`config.mk`:
```
export PLATFORM = sky130hd
export DESIGN_NAME = v3n_square
export DESIGN_NICKNAME = d
export VERILOG_FILES = /design/src/rtl/core/v3n_pkg.sv /design/src/rtl/core/v3n_square.sv
export SDC_FILE = /design/constraint.sdc
export NUM_CORES = 2
export LEC_CHECK = 0
export BUFFER_PORTS_ARGS = -buffer_cell sky130_fd_sc_hd__buf_2
export CAP_MARGIN = 15
export CELL_PAD_IN_SITES_DETAIL_PLACEMENT = 0
export CELL_PAD_IN_SITES_GLOBAL_PLACEMENT = 1
export CORE_ASPECT_RATIO = 1.1
export CORE_MARGIN = 5
export CORE_UTILIZATION = 45
export CTS_BUF_LIST = sky130_fd_sc_hd__clkbuf_16
export CTS_CLUSTER_DIAMETER = 150
export DETAILED_ROUTE_END_ITERATION = 6
export GPL_ROUTABILITY_DRIVEN = 0
export PLACE_DENSITY = 0.77
export SYNTH_ARGS = -nofsm -noshare
export SYNTH_HDL_FRONTEND = slang
export SYNTH_SLANG_ARGS = --single-unit
```
`constraint.sdc`:
```
create_clock -name clk -period 7.25 [get_ports clk]
set_input_delay 0.725 -clock clk [delete_from_list [all_inputs] [get_ports clk]]
set_output_delay 0.725 -clock clk [all_outputs]
set_load 0.01 [all_outputs]
```
`src/rtl/core/v3n_pkg.sv`:
```
// Shared constants for the vector normaliser.
`default_nettype none
package v3n_pkg;
  localparam int UNIT_FRAC = 30;
  localparam int OUT_W     = 32;
endpackage
`default_nettype wire

```
`src/rtl/core/v3n_square.sv`:
```
// One component lane: absolute value and square, pipelined over two stages.
`default_nettype none
module v3n_square
  import v3n_pkg::*;
#(
  parameter int CW = 32
) (
  input  wire logic            clk,
  input  wire logic            en,
  input  wire logic [CW-1:0]   comp,
  output logic [CW-1:0]        mag,
  output logic                 neg,
  output logic [2*CW-1:0]      sq
);
  logic [CW-1:0] mag_r;
  logic          neg_r;
  localparam int HW = (CW + 1) / 2;
  logic [HW-1:0] lo_r, hi_r;
  logic [2*HW-1:0] ll, hh, lh;

  // stage 1: magnitude of the two's complement component
  always_ff @(posedge clk) begin
    if (en) begin
      neg_r <= comp[CW-1];
      mag_r <= comp[CW-1] ? (~comp + CW'(1)) : comp;
    end
  end
  assign lo_r = HW'(mag_r);
  assign hi_r = HW'(mag_r >> HW);

  // stage 2: square from half-width partial products, each HW bits by HW bits
  always_ff @(posedge clk) begin
    if (en) begin
      ll  <= lo_r * lo_r;
      hh  <= hi_r * hi_r;
      lh  <= lo_r * hi_r;
      mag <= mag_r;
      neg <= neg_r;
    end
  end
  assign sq = (2*CW)'(({{(4*HW){1'b0}}, ll}) + ({{(2*HW){1'b0}}, hh} << (2*HW))
            + ({{(4*HW){1'b0}}, lh} << (HW + 1)));
endmodule
`default_nettype wire

```
* Yosys cells after proc, flatten, opt, wreduce, memory -nomap -nowiden
Cells that the tools add are included.
Storage, ports and cells: bits in read-only memories 0, output and inout bits 97, bits of input ports 34, memories 0, bits in latches 0, RAM bits 0, register bits after elaboration 162
Cells by class: $lt $le $gt $ge 0, bitwise gates (word level) 1, reductions and logical operators 0, muxes and demuxes 1, $mul 3, div/mod/pow operators 0, add/subtract/negate cells 3, shift-type cells 0, equal/unequal tests 0
Operator list (count):
- multiplier 16 x 16 -> 32 bit | 3
- adder 32 x 64 -> 64 bit | 1
- adder 64 x 49 -> 64 bit | 1
- adder 32 x 1 -> 32 bit, second input constant | 1
- NOT 32 bit | 1
- two-way mux 31 bit | 1

* Longest topological paths before layout
depth after elaboration 3, mapped depth 25, gate-level depth less buffers 23

* Worst setup path after synthesis
Ideal clock, no wire load.
path type register -> register, from register mag_r[19], to register hh[30] (data pin), path buffers 2, setup slack 0.949 ns, cell stages (with the launch flop) 26, library setup time 0.258 ns, arrival 6.043 ns, clock period less this slack 6.301 ns, cell sequence edfxtp_1 clkbuf_1 clkbuf_1 nand2_1 inv_1 fa_1 inv_1 fa_1 inv_1 fa_1 inv_1 fa_1 inv_1 fa_1 inv_1 fa_1 inv_1 ha_1 and4_1 o211ai_1 a2bb2oi_1 o41ai_1 o221a_2 a311o_1 a21oi_1 xnor2_1
Between the ends: cells in the longest elaborated chain, start to end 1
RTL lines:
- start: declaration | line v3n_square.sv:15 | logic [CW-1:0] mag_r;
- start signal: assignment | line v3n_square.sv:25 | mag_r <= comp[CW-1] ? (~comp + CW'(1)) : comp;
- multiplier 16 x 16 -> 32 bit | line v3n_square.sv:35 | hh <= hi_r * hi_r;
- end signal: assignment | line v3n_square.sv:35
- end: declaration | line v3n_square.sv:19 | logic [2*HW-1:0] ll, hh, lh;
No other way between the ends. A chain may end at the register's enable or synchronous reset.

* Worst setup path after layout
from register mag_r[5], to register lh[28] (data pin)
Between the ends: cells in the longest elaborated chain, start to end 1
RTL lines:
- multiplier 16 x 16 -> 32 bit | line v3n_square.sv:36 | lh <= lo_r * hi_r;
- end signal: assignment | line v3n_square.sv:36
- end: declaration | line v3n_square.sv:19
No other way between the ends.

==> results.ini <==
[run_status]
status=finished clean

[worst_setup_path]
crit_required_ns=7.50
end_kind=flip-flop
cp_max_fo=19
critical_path_class=flip-flop to flip-flop
arrival_ns=7.09
startpoint_type=flip-flop

[clocking]
clock_latency_ns=0.51
path_clk_slew_ns=0.09
clockRootBuffer=clkbuf_16
cts_tree=done
clock-sinks=158
cts_hold_buffers=0
cts_buffer_depth=2
cts_made_buffers=17
htree_levels=4

[synth]
yosysSeqAreaShare_pct=15.58
syn_area_mm2=0.03046
synth_top_flop_cell=edfxtp_1
synth.distinct_cells=71
syn_inst=3223
async_flop_share_pct=0
syn-mean-instance-area_um2=9.449
synth_top_area_cell=fa_1
ys_warn_count=0
syn-num-nets=4115
synth_seq_cells=158
synth_edf_count=158
yosys.area.top_type_share_pct=34.12
synth_area_leaders=fa_1 34%, edfxtp_1 16%, ha_1 14%

[detailed_routing]
ant_nets=0
routed_wl_um=74890
remaining_drc_errors=0
wl_per_cell_um=17.82
drt_iter0_drc=1163
viasPerCell=5.166
via_count=21706
drt_pass1_iterations=6

[layout]
area_growth_pct=8.048
final_common_cell=inv_1
antenna_cells=0
layout-drive-gt1-share_pct=8.366
final_cell_mix=736 x inv_1, 519 x fa_1, 350 x nand2_1
nNetsFinal=4214

[grt]
grt_util_met3_pct=3.417
antenna_found_initial=1
grt_max_degree=92
use_met1_pct=29.30
met2_usage_pct=35.62
grt_pass1_vias=23096
grt_pass1_wl_um=123000
grt_usage_pct=21.39
overflow=0
top_usage_layer=met2

[floorplan]
die_y_um=282.9
core_area_mm2=0.06744
rows=100
io_pins=131
die_area_mm2=0.07299
die_w_um=258.0
initial_core_util_pct=45.16

[sta]
hold_viol=0
worst_slew_pin_slew_ns=1.046
finalCriticalPeriod_ns=6.840
setup-tns-final_ns=0
drv_slew=0
setup_viol=0
rsz0062_at_grt=no
max_freq_ghz=0.1462
skew_ns=0.01642
min_period_over_period_pct=94.34
slew_headroom_pct=29.93

[place]
numPortBuffers=129
dp_hpwl_um=62020

[flow_run]
cap_violations=0

[hold_path]
hold_path.class=flip-flop to flip-flop

[cell type report]
type | count | area [µm²]
fill | 6376 | 34530
multi-input combinational | 2193 | 22370
sequential | 158 | 4745
inverter | 740 | 2778
timing repair buffer | 212 | 1338
tap | 867 | 1085
clock buffer | 17 | 425.4
clock inverter | 15 | 170.2
[layer usage]
metal | wire [µm] | part of all wire, % | up-vias
li1 | - | - | 10223
met1 | 33550 | 45 | 10873
met2 | 35220 | 47 | 539
met3 | 4281 | 5.7 | 71
met4 | 1837 | 2.5 | 0
met5 | 0 | 0 | -
[what timing repair did]
action                                  CTS  global route
resized for setup                         0             0
endpoints found under the setup margin    0             1
hold endpoints to repair                  0             0
setup buffers                             0             2
[state kept, by name (all words and copies together) (netlist names)]
| signal | cells |
|---|---|
| lh | 32 |
| mag | 32 |
| mag_r | 32 |
| hh | 30 |
| ll | 30 |
| neg | 1 |
| neg_r | 1 |
[stage by stage]
step	instance area, µm²	std cells	util, %	hold slack [ns]	setup WS (ns)
2_1_floorplan	30460	3223	-	0.4003	0.9494
3_3_place_gp	32300	4168	47.89	0.4027	0.5205
3_5_place_dp	32300	4168	47.89	0.4212	0.4488
4_1_cts	32890	4200	48.77	0.4157	0.4148
5_1_grt	32910	4202	48.79	0.4373	0.001205
6_report	32910	4202	48.79	0.4283	0.4103
[synthesized netlist by cell type (31+ instances only)]
| library cell | instances |
|---|---|
| nor2_1 | 133 |
| edfxtp_1 | 158 |
| a21oi_1 | 101 |
| ha_1 | 339 |
| xnor2_1 | 122 |
| inv_1 | 736 |
| fa_1 | 519 |
| nand2_1 | 350 |
| a21o_1 | 53 |
| and2_1 | 176 |
| o21ai_0 | 68 |
| xor2_1 | 47 |
| clkbuf_1 | 112 |
| a211oi_1 | 31 |
[worst max-delay path, cell delays in order, from the launching register on]
cell	delay [ns]
edfxtp_1	0.84
buf_4	0.28
and2_1	0.18
fa_1	0.41
inv_1	0.08
fa_1	0.43
fa_1	0.49
fa_1	0.54
inv_1	0.05
fa_1	0.49
fa_1	0.41
ha_1	0.36
nand2_1	0.14
nor4_1	0.55
o311a_1	0.32
nor2_1	0.09
o311ai_0	0.58
a31oi_1	0.19
xnor2_1	0.15
[path summary, 6_finish.rpt]
kind / startpoint / end / slack [ns] / depth (start not counted)
max: mag_r[5] / lh[28] / 0.41 / 18
min: neg_r / neg / 0.43 / 0
min reg2reg: neg_r / neg / 0.43 / 0
max reg2reg: mag_r[5] / lh[28] / 0.41 / 18
[logic make-up after synthesis]
| logic type | Yosys count | share of synthesized area (%) |
|---|---|---|
| and+or+nand+nor | 794 | 12.45 |
| xor gates and xnor gates | 169 | 4.860 |
| other | 1 | 0.01231 |
| muxes | 4 | 0.1438 |
| AOI/OAI and AO/OA | 367 | 7.933 |
| adders and majority gates | 858 | 48.04 |
| DFF | 158 | 15.58 |
| buffers and inverters | 872 | 10.98 |
Power is not shown: default switching activity piles up to over one toggle a cycle in this logic, so the estimate is an artifact.
