[src/rtl/core/v3n_pkg.sv]
// Shared constants for the vector normaliser.
`default_nettype none
package v3n_pkg;
  localparam int UNIT_FRAC = 30;
  localparam int OUT_W     = 32;
endpackage
`default_nettype wire

[src/rtl/core/v3n_div.sv]
// Pipelined restoring divider for one lane: floor(a * 2^30 / m) with a <= m.
`default_nettype none
module v3n_div
  import v3n_pkg::*;
#(
  parameter int MW = 32
) (
  input  wire logic          clk,
  input  wire logic          en,
  input  wire logic [MW-1:0] num,
  input  wire logic [MW-1:0] den,
  input  wire logic          neg,
  output logic [OUT_W-1:0]   quot
);
  localparam int NS = UNIT_FRAC + 1;
  logic [MW:0]          r_s  [NS+1];
  logic [MW-1:0]        m_s  [NS+1];
  logic [UNIT_FRAC:0]   q_s  [NS+1];
  logic                 n_s  [NS+1];

  assign r_s[0] = {1'b0, num};
  assign m_s[0] = den;
  assign q_s[0] = '0;
  assign n_s[0] = neg;

  // stage 0 gives the integer bit, the rest one fraction bit each
  for (genvar i = 0; i < NS; i++) begin : g_st
    logic [MW:0] rr;
    assign rr = (i == 0) ? r_s[i] : {r_s[i][MW-1:0], 1'b0};
    always_ff @(posedge clk) begin
      if (en) begin
        m_s[i+1] <= m_s[i];
        n_s[i+1] <= n_s[i];
        if (m_s[i] != '0 && rr >= {1'b0, m_s[i]}) begin
          r_s[i+1] <= rr - {1'b0, m_s[i]};
          q_s[i+1] <= {q_s[i][UNIT_FRAC-1:0], 1'b1};
        end else begin
          r_s[i+1] <= rr;
          q_s[i+1] <= {q_s[i][UNIT_FRAC-1:0], 1'b0};
        end
      end
    end
  end

  // sign restore; a zero divisor leaves zero quotient bits
  always_comb begin
    quot = OUT_W'(q_s[NS]);
    if (n_s[NS]) quot = ~quot + OUT_W'(1);
  end
endmodule
`default_nettype wire

[config.mk]
export PLATFORM = sky130hd
export DESIGN_NAME = v3n_div
export DESIGN_NICKNAME = d
export VERILOG_FILES = /design/src/rtl/core/v3n_pkg.sv /design/src/rtl/core/v3n_div.sv
export SDC_FILE = /design/constraint.sdc
export NUM_CORES = 2
export LEC_CHECK = 0
export BUFFER_PORTS_ARGS = -buffer_cell sky130_fd_sc_hd__buf_2
export CAP_MARGIN = 20
export CORE_UTILIZATION = 50
export CTS_BUF_LIST = sky130_fd_sc_hd__clkbuf_4 sky130_fd_sc_hd__clkbuf_8 sky130_fd_sc_hd__clkbuf_16
export DETAILED_ROUTE_END_ITERATION = 6
export HOLD_SLACK_MARGIN = 0.08
export PLACE_DENSITY = 0.62
export SLEW_MARGIN = 20
export SYNTH_ARGS = -nofsm -noshare
export SYNTH_HDL_FRONTEND = slang
export SYNTH_SLANG_ARGS = --single-unit
[constraint.sdc]
create_clock -name clk -period 11.4 [get_ports clk]
set_clock_uncertainty 0.15 [all_clocks]
set_input_delay 0.57 -clock clk [delete_from_list [all_inputs] [get_ports clk]]
set_output_delay 0.57 -clock clk [all_outputs]
set_load 0.02 [all_outputs]
# Word-level counts from Yosys, hierarchy flattened

Cells that the tools add are included.

Add/sub/neg operators: 31
$mul: 0
Divide/modulo/power cells: 0
Magnitude comparators: 31
Equality and inequality tests: 0
Shift-type cells: 0
Multiplexer cells: 62
Bitwise operators: 1
Reductions and logical operators: 62

Operators with widths:

| kind                                                            | count |
|---|---|
| 32-bit two-way mux                                              | 31 |
| 32-bit nonzero test                                             | 31 |
| 33-bit by 32-bit greater-or-equal comparator with 1-bit output  | 30 |
| 32-bit subtractor                                               | 30 |
| 32-bit by 1-bit adder with 32-bit output, second input constant | 1 |
| 32-bit greater-or-equal comparator                              | 1 |
| 31-bit NOT with 32-bit output                                   | 1 |
| 1-bit logical AND                                               | 31 |
| 1-bit two-way mux                                               | 31 |

Register bits: 2,447
Bits in latches: 0
Memory bits (writable): 0
ROM bits: 0
Input port bits: 67
Output and inout port bits: 32
Word-level logic and storage cells: 338
Memories kept: 0

# Logic depth before layout (Yosys ltp)

Depth in word-level cells: 3
Depth in mapped cells: 16
Depth with buffers taken out: 16

# Least setup slack after synthesis

Ideal clock, no wire load.

Path kind: in2reg
Start point: input port num[0]
End point: register r_s (netlist bit g_st[1].rr[21]), data pin
Data arrival time: 3.455 ns
Required time: 10.990 ns
Slack: 7.536 ns
Stages on the path: 15
Cell sequence: inv_1 ha_1 inv_1 fa_1 a21o_1 a21o_1 a221oi_1 a21oi_1 o21ai_0 o21ai_1 nor3_1 o31ai_1 nand2_1 clkinv_1 mux2_2

Longest elaborated chain between the ends: 3

Ends and longest elaborated chain:

| item                               | line          | text |
|---|---|---|
| start, declared                    | v3n_div.sv:10 | `input wire logic [MW-1:0] num,` |
| 32-bit greater-or-equal comparator | v3n_div.sv:34 | `if (m_s[i] != '0 && rr >= {1'b0, m_s[i]}) begin` |
| 1-bit logical AND                  | v3n_div.sv:34 |  |
| 32-bit two-way mux *               | v3n_div.sv:34 |  |
| end signal, assigned by index      | v3n_div.sv:35 | `r_s[i+1] <= rr - {1'b0, m_s[i]};` |
| end signal, assigned by index      | v3n_div.sv:38 | `r_s[i+1] <= rr;` |
| end, declared                      | v3n_div.sv:16 | `logic [MW:0] r_s [NS+1];` |

Mark *: on every way between the ends. The rest lies on a longest branch, timed or not.
A chain may end at the register's enable or synchronous reset.

# Final worst setup path

Start point: input port num[0]
End point: register r_s (netlist bit g_st[1].rr[28]), data pin

Same word-level chain as after synthesis.

==> impl_metrics.toml <==
[cells_and_area]
multi_input_area_um2 = 59040
seqCellArea_um2 = 73480
final_cell_mix = "edfxtp_1 (2447), inv_1 (1252), ha_1 (992), nand2_1 (824)"
final_common_cell = "edfxtp_1"
area_growth_pct = 10.82
nets = 13400
fill_cells = 22940
drive_above_1_share_pct = 9.544
fin_cells = 16230

[die]
die_width_um = 527.5
rows = 192
initial_core_util_pct = 50.38
die_area_um2 = 278300
fp.dieH_um = 527.5
design.portCount = 99
core_area_um2 = 274100

[global_routing]
antenna_found_initial = 10
grt_max_degree = 185
grt_use_total_pct = 25.76
grt_pass1_wl_um = 555400
grt.overflow.total = 0
grt_pass1_vias = 92100

[timing]
min_period_ns = 5.181
tns_ns = 0
slew_violations = 0
clock.fmax_mhz = 193.0
hold_violations = 0
setup_violations = 0
relSlewSlack_pct = 16.45
final.period_utilization_pct = 45.45
grt_setup_unrepaired = "no"
worst_slew_pin_slew_ns = 1.253

[cts]
max-clock-path-buffers = 4
clk_latency_ns = 0.89
cts_tree = "built"
clkTransAtPathRegs_ns = 0.06
cts_setup_buffers = 0
root_buffer = "clkbuf_16"
numCtsBuffers = 278
cts_sinks = 2447
h-tree-depth = 5

[logic_synthesis]
yosysSeqAreaShare_pct = 53.21
synthArstFlopShare_pct = 0
yosysWarnings = 0
synth-edff-count = 2447
synthDistinctLibCells = 99
yosysTopAreaCell = "edfxtp_1"
synthAdderAreaFrac_pct = 9.423
synth_area_leaders = "edfxtp_1 (53%), ha_1 (9.0%), mux2_2 (3.7%)"
synth_top_area_share_pct = 53.21
synth_cells = 12060
netlist_area_um2 = 138100
synthMuxAreaShare_pct = 4.318
synth.avg_cell_area_um2 = 11.45
synth_flop_cell = "edfxtp_1"
ys_seq_elements = 2447
synth_nets = 13150
synth_compound_area_share_pct = 13.88
yosys.area_share.simple_pct = 9.731
synth_top_family_by_area = "compound AO/OA/AOI/OAI gates"
synthXorXnorAreaFrac_pct = 5.289

[placed_design]
gp_congestion = 0.9387
io_buffer_count = 98
dp.cells = 15650
dpl.hpwl_um = 277100

[min_path]
hold_class = "reg2reg"

[route]
antenna_left = 0
routed_wl_um = 365000
post-route-drc-count = 0
viasPerCell = 5.823
route.vias.total = 94500
wire_per_inst_um = 22.49
drt_first_pass_iters = 6
drt-initial-drc-count = 8408

[job]
drv_cap = 0

[critical_path]
cp-end-kind = "flip-flop"
setup.worst_path.class = "in2reg"
path_max_fanout = 30
start_kind = "input pin"
required_ns = 11.87
r2r_slack_ns = 6.43
arrival_ns = 5.65

[power]
ir_drop_mv = 0.1410
powerDensity_nw_per_um2 = 296.2
p_leak_nw = 62.36

[outcome]
status = "finished, final reports clean"
## cell type report
| class | count | share of cell area, % |
|---|---|---|
| Timing Repair Buffer | 215 | 1.131 |
| Tap cell | 3686 | 3.013 |
| Clock inverter | 167 | 1.298 |
| Sequential cell | 2447 | 48.01 |
| Antenna cell | 11 | 0.01799 |
| Multi-Input combinational cell | 8120 | 38.57 |
| Clock buffer | 330 | 4.881 |
| Inverter | 1253 | 3.073 |
## cells in the mapped netlist, types with 169 or more instances
library cell,number
a21o_1,571
nor2_1,492
xnor2_1,519
xor2_1,315
o21ai_0,797
mux2_2,458
edfxtp_1,2447
inv_1,1252
nand3_1,169
nand2_1,824
clkbuf_1,197
nor4_1,286
a21oi_1,800
ha_1,992
nand4_1,220
## timing repair
| item | CTS | global route |
|---|---|---|
| hold buffers | 66 | 0 |
| resized for setup | 0 | 0 |
| hold endpoints to repair | 140 | 0 |
## where the power goes
| part | switching, W | internal (W) | leakage, nW | total, W |
|---|---|---|---|---|
| clock network | 0.00369 | 0.00561 | 4.64 | 0.00930 |
| registers | 0.00185 | 0.0135 | 24.0 | 0.0153 |
| logic | 0.0116 | 0.00908 | 33.7 | 0.0207 |
## final timing paths
kind / start / depth (start not counted) / to
worst min register to register: q_s[528] / 0 / q_s[498]
worst min-delay path: q_s[528] / 0 / q_s[498]
worst max register to register: m_s[353] / 14 / g_st[21].rr[11]
worst max-delay path: num[0] / 18 / g_st[1].rr[28]
## routing by layer
layer | vias up | track usage [%] | share of wire (%)
met2 | 2630 | 41.55 | 46
met1 | 46020 | 36.49 | 46
met5 | - | 0 | 0
met3 | 598 | 2.952 | 5.3
met4 | 0 | 7.730 | 3.0
li1 | 45250 | - | -
## state kept, by name, summed over array words and instances, names as in the netlist
signal,cells
m_s,960
q_s,496
n_s,31
g_st.rr,960
## cell families (layout without fill, tap and decap cells)
group / Yosys count / count (layout)
AO/OA/AOI/OAI: 3035 / 3035
XOR/XNOR: 834 / 834
adder cells (fa/ha/maj): 1022 / 1022
buffers and inverters: 1497 / 1965
flip-flops: 2447 / 2447
multiplexers: 522 / 522
other: 0 / 11
AND/OR/NAND/NOR: 2707 / 2707
## through the flow
stage               hold WS, ns  utilization, %  power, W  worst slack, ns  cell area, um^2
finish                   0.2493           55.84   0.04533            6.219           153000
global route             0.2275           55.83   0.04822            5.875           153000
CTS                      0.1818           55.81   0.04544            6.258           153000
detailed placement       0.2545           52.12   0.03585            5.857           142900
global placement         0.2503           52.11   0.03559            5.869           142800
floorplan                0.2503               -   0.03011            7.536           138100
## critical path: stages
cell,delay (ns)
dlygate4sd3_1,0.55
buf_2,0.14
inv_1,0.05
ha_1,0.17
inv_1,0.07
fa_1,0.41
a21o_1,0.19
a21o_1,0.23
a221oi_1,0.58
a21oi_1,0.21
o21ai_0,0.31
o21ai_1,0.22
nor3_1,0.21
o31ai_1,0.10
nand2_1,0.53
buf_4,0.42
clkinv_1,0.31
mux2_2,0.37
(Power assumes the default switching activity.)
