[src/rtl/core/v3n_pkg.sv]
// Shared constants for the vector normaliser.
`default_nettype none
package v3n_pkg;
  localparam int UNIT_FRAC = 30;
  localparam int OUT_W     = 32;
endpackage
`default_nettype wire

[src/rtl/core/v3n_sqrt.sv]
// Pipelined floor square root, one result bit per stage.
`default_nettype none
module v3n_sqrt
  import v3n_pkg::*;
#(
  parameter int RW = 32,
  parameter int DW = 32
) (
  input  wire logic          clk,
  input  wire logic          en,
  input  wire logic [2*RW-1:0] rad,
  input  wire logic [DW-1:0] din,
  output logic [RW-1:0]      root,
  output logic [DW-1:0]      dout
);
  logic [2*RW-1:0] rad_s [RW+1];
  logic [RW+1:0]   rem_s [RW+1];
  logic [RW-1:0]   root_s[RW+1];
  logic [DW-1:0]   d_s   [RW+1];

  assign rad_s[0]  = rad;
  assign rem_s[0]  = '0;
  assign root_s[0] = '0;
  assign d_s[0]    = din;

  // each stage brings down one bit pair and tries the next root bit
  for (genvar i = 0; i < RW; i++) begin : g_st
    logic [RW+1:0] r2, tr;
    assign r2 = {rem_s[i][RW-1:0], rad_s[i][2*RW-1 -: 2]};
    assign tr = {root_s[i], 2'b01};
    always_ff @(posedge clk) begin
      if (en) begin
        rad_s[i+1]  <= rad_s[i] << 2;
        d_s[i+1]    <= d_s[i];
        if (r2 >= tr) begin
          rem_s[i+1]  <= r2 - tr;
          root_s[i+1] <= {root_s[i][RW-2:0], 1'b1};
        end else begin
          rem_s[i+1]  <= r2;
          root_s[i+1] <= {root_s[i][RW-2:0], 1'b0};
        end
      end
    end
  end
  assign root = root_s[RW];
  assign dout = d_s[RW];
endmodule
`default_nettype wire

[config.mk]
export PLATFORM = sky130hd
export DESIGN_NAME = v3n_sqrt
export DESIGN_NICKNAME = d
export VERILOG_FILES = /design/src/rtl/core/v3n_pkg.sv /design/src/rtl/core/v3n_sqrt.sv
export SDC_FILE = /design/constraint.sdc
export NUM_CORES = 2
export LEC_CHECK = 0
export BUFFER_PORTS_ARGS = -buffer_cell sky130_fd_sc_hd__buf_2
export CAP_MARGIN = 20
export CORE_MARGIN = 2
export CORE_UTILIZATION = 30
export CTS_BUF_LIST = sky130_fd_sc_hd__clkbuf_2 sky130_fd_sc_hd__clkbuf_4 sky130_fd_sc_hd__clkbuf_8
export DETAILED_ROUTE_END_ITERATION = 12
export PLACE_DENSITY_LB_ADDON = 0.3
export SKIP_LAST_GASP = 1
export SYNTH_ARGS = -nofsm -noshare
export SYNTH_HDL_FRONTEND = slang
export SYNTH_SLANG_ARGS = --single-unit
[constraint.sdc]
create_clock -name clk -period 4 [get_ports clk]
set_clock_uncertainty 0.05 [all_clocks]
set_input_delay 0.2 -clock clk [delete_from_list [all_inputs] [get_ports clk]]
set_output_delay 0.2 -clock clk [all_outputs]
set_load 0.02 [all_outputs]
======== Yosys cells after proc, flatten, opt, wreduce, memory -nomap -nowiden ========
Index checks and enable logic that the tools add are counted.
storage, ports and cells
  word-level logic and storage cells ...... 253
  register bits ........................... 3,507
  memory bits (writable) .................. 0
  bits in latches ......................... 0
  memories kept ........................... 0
  input port bits ......................... 98
  memory bits (read-only) ................. 0
cells by class
  shifts and indexed selects .............. 0
  multiply operators ...................... 0
  div/mod/pow operators ................... 0
  bitwise logic cells ..................... 0
  add/sub/neg operators ................... 31
  equality and inequality tests ........... 0
  reductions and logical operators ........ 0
  magnitude comparators ................... 32
  mux-type cells .......................... 63
operators by type and width
  kind              number
  $mux 32           30
  $ge 34x10->1      1
  $ge 34x11->1      1
  $ge 34x12->1      1
  $ge 34x13->1      1
  $ge 34x14->1      1
  $ge 34x15->1      1
  $ge 34x16->1      1
  $ge 34x17->1      1
  $ge 34x18->1      1
  $ge 34x19->1      1
  $ge 34x20->1      1
  $ge 34x21->1      1
  $ge 34x22->1      1
  $ge 34x23->1      1
  $ge 34x24->1      1
  $ge 34x25->1      1
  $ge 34x26->1      1
  $ge 34x27->1      1
  $ge 34x28->1      1
  $ge 34x29->1      1
  $ge 34x3->1       1
  $ge 34x30->1      1
  $ge 34x31->1      1
  other kinds (42)  73

======== Depth between registers and ports, before layout ========
  word-level depth ........................ 2
  depth in mapped cells ................... 14
  gate-level depth less buffers ........... 12

======== Worst setup path after synthesis ========
No wires, ideal clock.
  path type ............................... reg-to-reg
  start point ............................. reg rem_s, in the netlist g_st[5].r2[11]
  end point ............................... reg rem_s, in the netlist g_st[6].r2[28] (data pin)
  required time ........................... 3.684 ns
  library setup time ...................... 0.266 ns
  path buffers ............................ 0
  arrival ................................. 3.125 ns
  setup slack ............................. 0.559 ns
  stages on the path, launching flop included .. 10
  cell sequence ........................... edfxtp_1 > or3_4 > or3_1 > or3_4 > or3_4 > or3_4 > or4_4 > or2_4 > nor4_4 > xor2_1
on the way
  word-level cells in the longest chain between the ends .. 2
  elaborated cells on any way between the ends .. 3
RTL lines
  element                                              RTL line                        text
  start, declared                                      v3n_sqrt.sv:17                  logic [RW+1:0] rem_s [RW+1];
  start signal, assigned by index                      v3n_sqrt.sv:36                  rem_s[i+1] <= r2 - tr;
  start signal, assigned by index                      v3n_sqrt.sv:39                  rem_s[i+1] <= r2;
  $sub 32x7->32 / $ge 34x7->1 (equally long branches)  v3n_sqrt.sv:36, v3n_sqrt.sv:35
  $mux 32 *                                            v3n_sqrt.sv:35                  if (r2 >= tr) begin
Mark *: on every way between the ends. The rest lies on a longest branch, timed or not.
A chain may end at the register's enable or synchronous reset.

======== Worst setup path after layout ========
  start point ............................. reg rem_s, in the netlist g_st[29].r2[2]
  end point ............................... reg rem_s, in the netlist g_st[30].r2[11] (data pin)
on the way
  word-level cells in the longest chain between the ends .. 2
  elaborated cells on any way between the ends .. 3
RTL lines
  element                                                RTL line
  $sub 32x31->32 / $ge 34x31->1 (equally long branches)  v3n_sqrt.sv:36, v3n_sqrt.sv:35
  $mux 32 *                                              v3n_sqrt.sv:35
Marks and branches as above.

==> run_results.csv <==
group,metric,value,unit
floorplanning,start_util,0.3011,
power,irDropWorstVdd,0.3678,mV
critical_path,path_depth,11,
power,finalPower,97.66,mW
min_path,min-delay-start,"en",
drt,finalWirelength,277.2,mm
yosys,yosysWarnings,0,
yosys,syn-num-nets,10540,
timing,worst_slew_pin_slew,952.5,ps
timing,hold_viol_final,0,
clocking,clk-insertion-delay-late,1230,ps
final_layout,post-route-cell-area,0.1700,sq mm
clocking,cts_root_buf,"clkbuf_8",
yosys,async_flop_share,0,
floorplanning,rows,255,
final_layout,fin_util,0.3527,
power,p_leak,62.94,nW
critical_path,crit_end,"g_st[30].r2[11]$_DFFE_PP_",
global_routing,grt_max_degree,143,
critical_path,cp.required,4820,ps
floorplanning,die_x,699.6,microns
critical_path,r2r-start,"g_st[29].r2[2]$_DFFE_PP_",
clocking,h-tree-depth,6,
clocking,cts.sink_count,3478,
critical_path,critPathCaptureType,"flip-flop",
critical_path,cp.arrival,4540,ps
critical_path,r2r_cells,11,
final_layout,layoutNonFillerInstCount,17820,
final_layout,area.growth.synth_to_final,17.13,%
timing,fin_ws,286.5,ps
critical_path,crit_top_cell,"buf_4",
yosys,synth_edf_count,3478,
place,place_ws,-117.2,ps
yosys,synth_seq_area_share,0.7194,
yosys,avgSynthCellArea,14.70,sq um
global_routing,grt_util_all_layers,0.1098,
final_layout,final_common_cell,"edfxtp_1",
final_layout,nets,11590,
floorplanning,die_area,0.4895,sq mm
timing,rsz0062_at_grt,"no",
drt,wl_per_cell,15.55,microns
timing,maxSlewViolCount,0,
critical_path,worstReg2RegEnd,"g_st[30].r2[11]$_DFFE_PP_",
critical_path,startpoint,"g_st[29].r2[2]$_DFFE_PP_",
clocking,cts_tree,"done",
critical_path,cp_num_buf_inv,2,
place,place.gp.congestion,0.8812,
drt,firstDrtPassIters,6,
critical_path,cp-start-kind,"flip-flop",
critical_path,slowest_delay,400,ps
place,place_inst,16490,
final_layout,n_fill_cell,46280,
global_routing,grt_pass1_vias,78870,
floorplanning,fp.dieH,699.6,microns
global_routing,antenna_found_initial,10,
floorplanning,ios,162,
critical_path,cpLargestDelayFamily,"compound AO/OA/AOI/OAI gates",
timing,hold_ws,196.7,ps
drt,drtIter0Drc,5436,
critical_path,worst_path_max_delay_cell,"edfxtp_1",
clocking,cts.clk_slew.worst_paths,60,ps
place,place.port_buffers,161,
clocking,cts_buffer_depth,4,
timing,setup_viol,0,
job,drv_cap,0,
timing,fmaxAchievable,269.3,MHz
final_layout,layout_common_cells,"edfxtp_1, inv_1, clkbuf_8",
clocking,cts_made_buffers,616,
global_routing,overflow,0,
min_path,hp-class,"input pin to flip-flop",
clocking,cts_setup_buffers,0,
critical_path,path_class,"flip-flop to flip-flop",
timing,final.setup.tns,0,ps
place,place_area,0.1554,sq mm
power,p_per_area,574.3,mW/mm^2
timing,fin_crit,3714,ps
yosys,yosys.cell_types.count,92,
critical_path,crit_path_max_fanout,26,
drt,num_vias,78840,
yosys,postSynthCellCount,9878,
timing,finalCritPeriodShare,0.9284,
outcome,status,"finished, final reports clean",
floorplanning,coreArea,0.4821,sq mm
critical_path,worst-r2r-setup-slack,290,ps
critical_path,path_cells,"ha_1, nor2b_1, o31a_1, o31ai_1, a2111oi_0, buf_4, nor3_1, or2_2, a21bo_2, buf_4, mux2_2",
drt,vias_per_cell,4.424,
yosys,synth_seq_cells,3478,
drt,drc,0,
place,hpwl,184.3,mm
timing,maxSlewHeadroom,0.3591,
global_routing,grt_pass1_wl,435.0,mm
yosys,yosys_most_used_dff,"edfxtp_1",
yosys,syn_area,0.1452,sq mm
drt,postRouteAntennaNets,0,
final_layout,drive_gt1_frac,0.1296,
-- cell type report --
| class | count | area [sq um] | share of cell area |
|---|---|---|---|
| timing repair buffer | 623 | 5435 | 0.03196 |
| tap | 6425 | 8039 | 0.04728 |
| antenna | 2 | 5.005 | 0.00002943 |
| sequential | 3478 | 104400 | 0.6142 |
| inverter | 721 | 2706 | 0.01592 |
| clock buffer | 783 | 9738 | 0.05727 |
| clock inverter | 302 | 2454 | 0.01443 |
| multi-input combinational | 5486 | 37230 | 0.2189 |
-- flip-flops by register name (all words and copies together) (netlist names) --
name     cells
root        32
dout        32
g_st.tr    496
rad_s      930
d_s        992
g_st.r2    996
-- worst register-to-register path, cell delays in order, from the launching register on --
cell and delay, ps:
edfxtp_1 400, ha_1 370, nor2b_1 170, o31a_1 290, o31ai_1 380, a2111oi_0 180, buf_4 180, nor3_1 340
or2_2 210, a21bo_2 180, buf_4 310, mux2_2 400
-- power breakdown --
part,total [mW],switching [mW],leakage (nW),internal (mW)
Clock,32.7,15.0,6.38,17.7
Sequential,47.7,2.29,33.6,45.4
Combinational,17.3,9.87,22.9,7.41
-- cells by family (layout without fill, tap and decap cells) --
kind of cell               after synthesis  in the layout  share of synthesized area
DFF                                   3478           3478                     0.7194
and+or+nand+nor                       2256           2256                    0.07725
AOI/OAI and AO/OA                     1818           1818                    0.07804
buffers and inverters                  914           2429                    0.02449
xor gates and xnor gates               777            777                    0.04688
adders and majority gates              564            564                    0.04861
muxes                                   70             70                   0.005275
other                                    1              3                 0.00002583
-- cell usage after synthesis, types with 99 or more instances --
cell      instances  area share
o21ai_0         493       0.017
a21oi_1         527       0.018
nor4_1           99      0.0043
nand2_1         597       0.015
xnor2_1         357       0.022
clkbuf_1        154      0.0040
nor3_1          216      0.0074
edfxtp_1       3478        0.72
nand3_1         123      0.0042
nor2_1          541       0.014
nand4_1         104      0.0045
a21o_1          231       0.012
ha_1            564       0.049
xor2_1          420       0.025
inv_1           716       0.019
o21a_1          109      0.0056
-- how the worst min path moves through the flow --
stage	end	cells after the start
2_1_floorplan	d_s[1000]$_DFFE_PP_	0
3_3_place_gp	rad_s[2031]$_DFFE_PP_	1
3_5_place_dp	d_s[1000]$_DFFE_PP_	1
4_1_cts	g_st[9].r2[22]$_DFFE_PP_	2
5_1_grt	rad_s[2016]$_DFFE_PP_	3
6_report	g_st[9].r2[24]$_DFFE_PP_	2
-- repair_timing --
action	4_1_cts	5_1_grt
setup endpoints to repair	22	1
hold buffers	244	0
hold endpoints to repair	2865	0
cloned	0	0
resized for setup	2	2
-- routing by layer --
metal  vias to the layer above  GRT usage  share of wire  wire, microns
li1                      39150          -              -              -
met1                     37320     0.1395           0.45         123500
met2                      1678     0.1800           0.46         128000
met3                       686    0.02171          0.047          13150
met4                         2    0.05166          0.045          12530
met5                         -          0       0.000047             13
No activity file was read; power rests on OpenSTA's default activity.
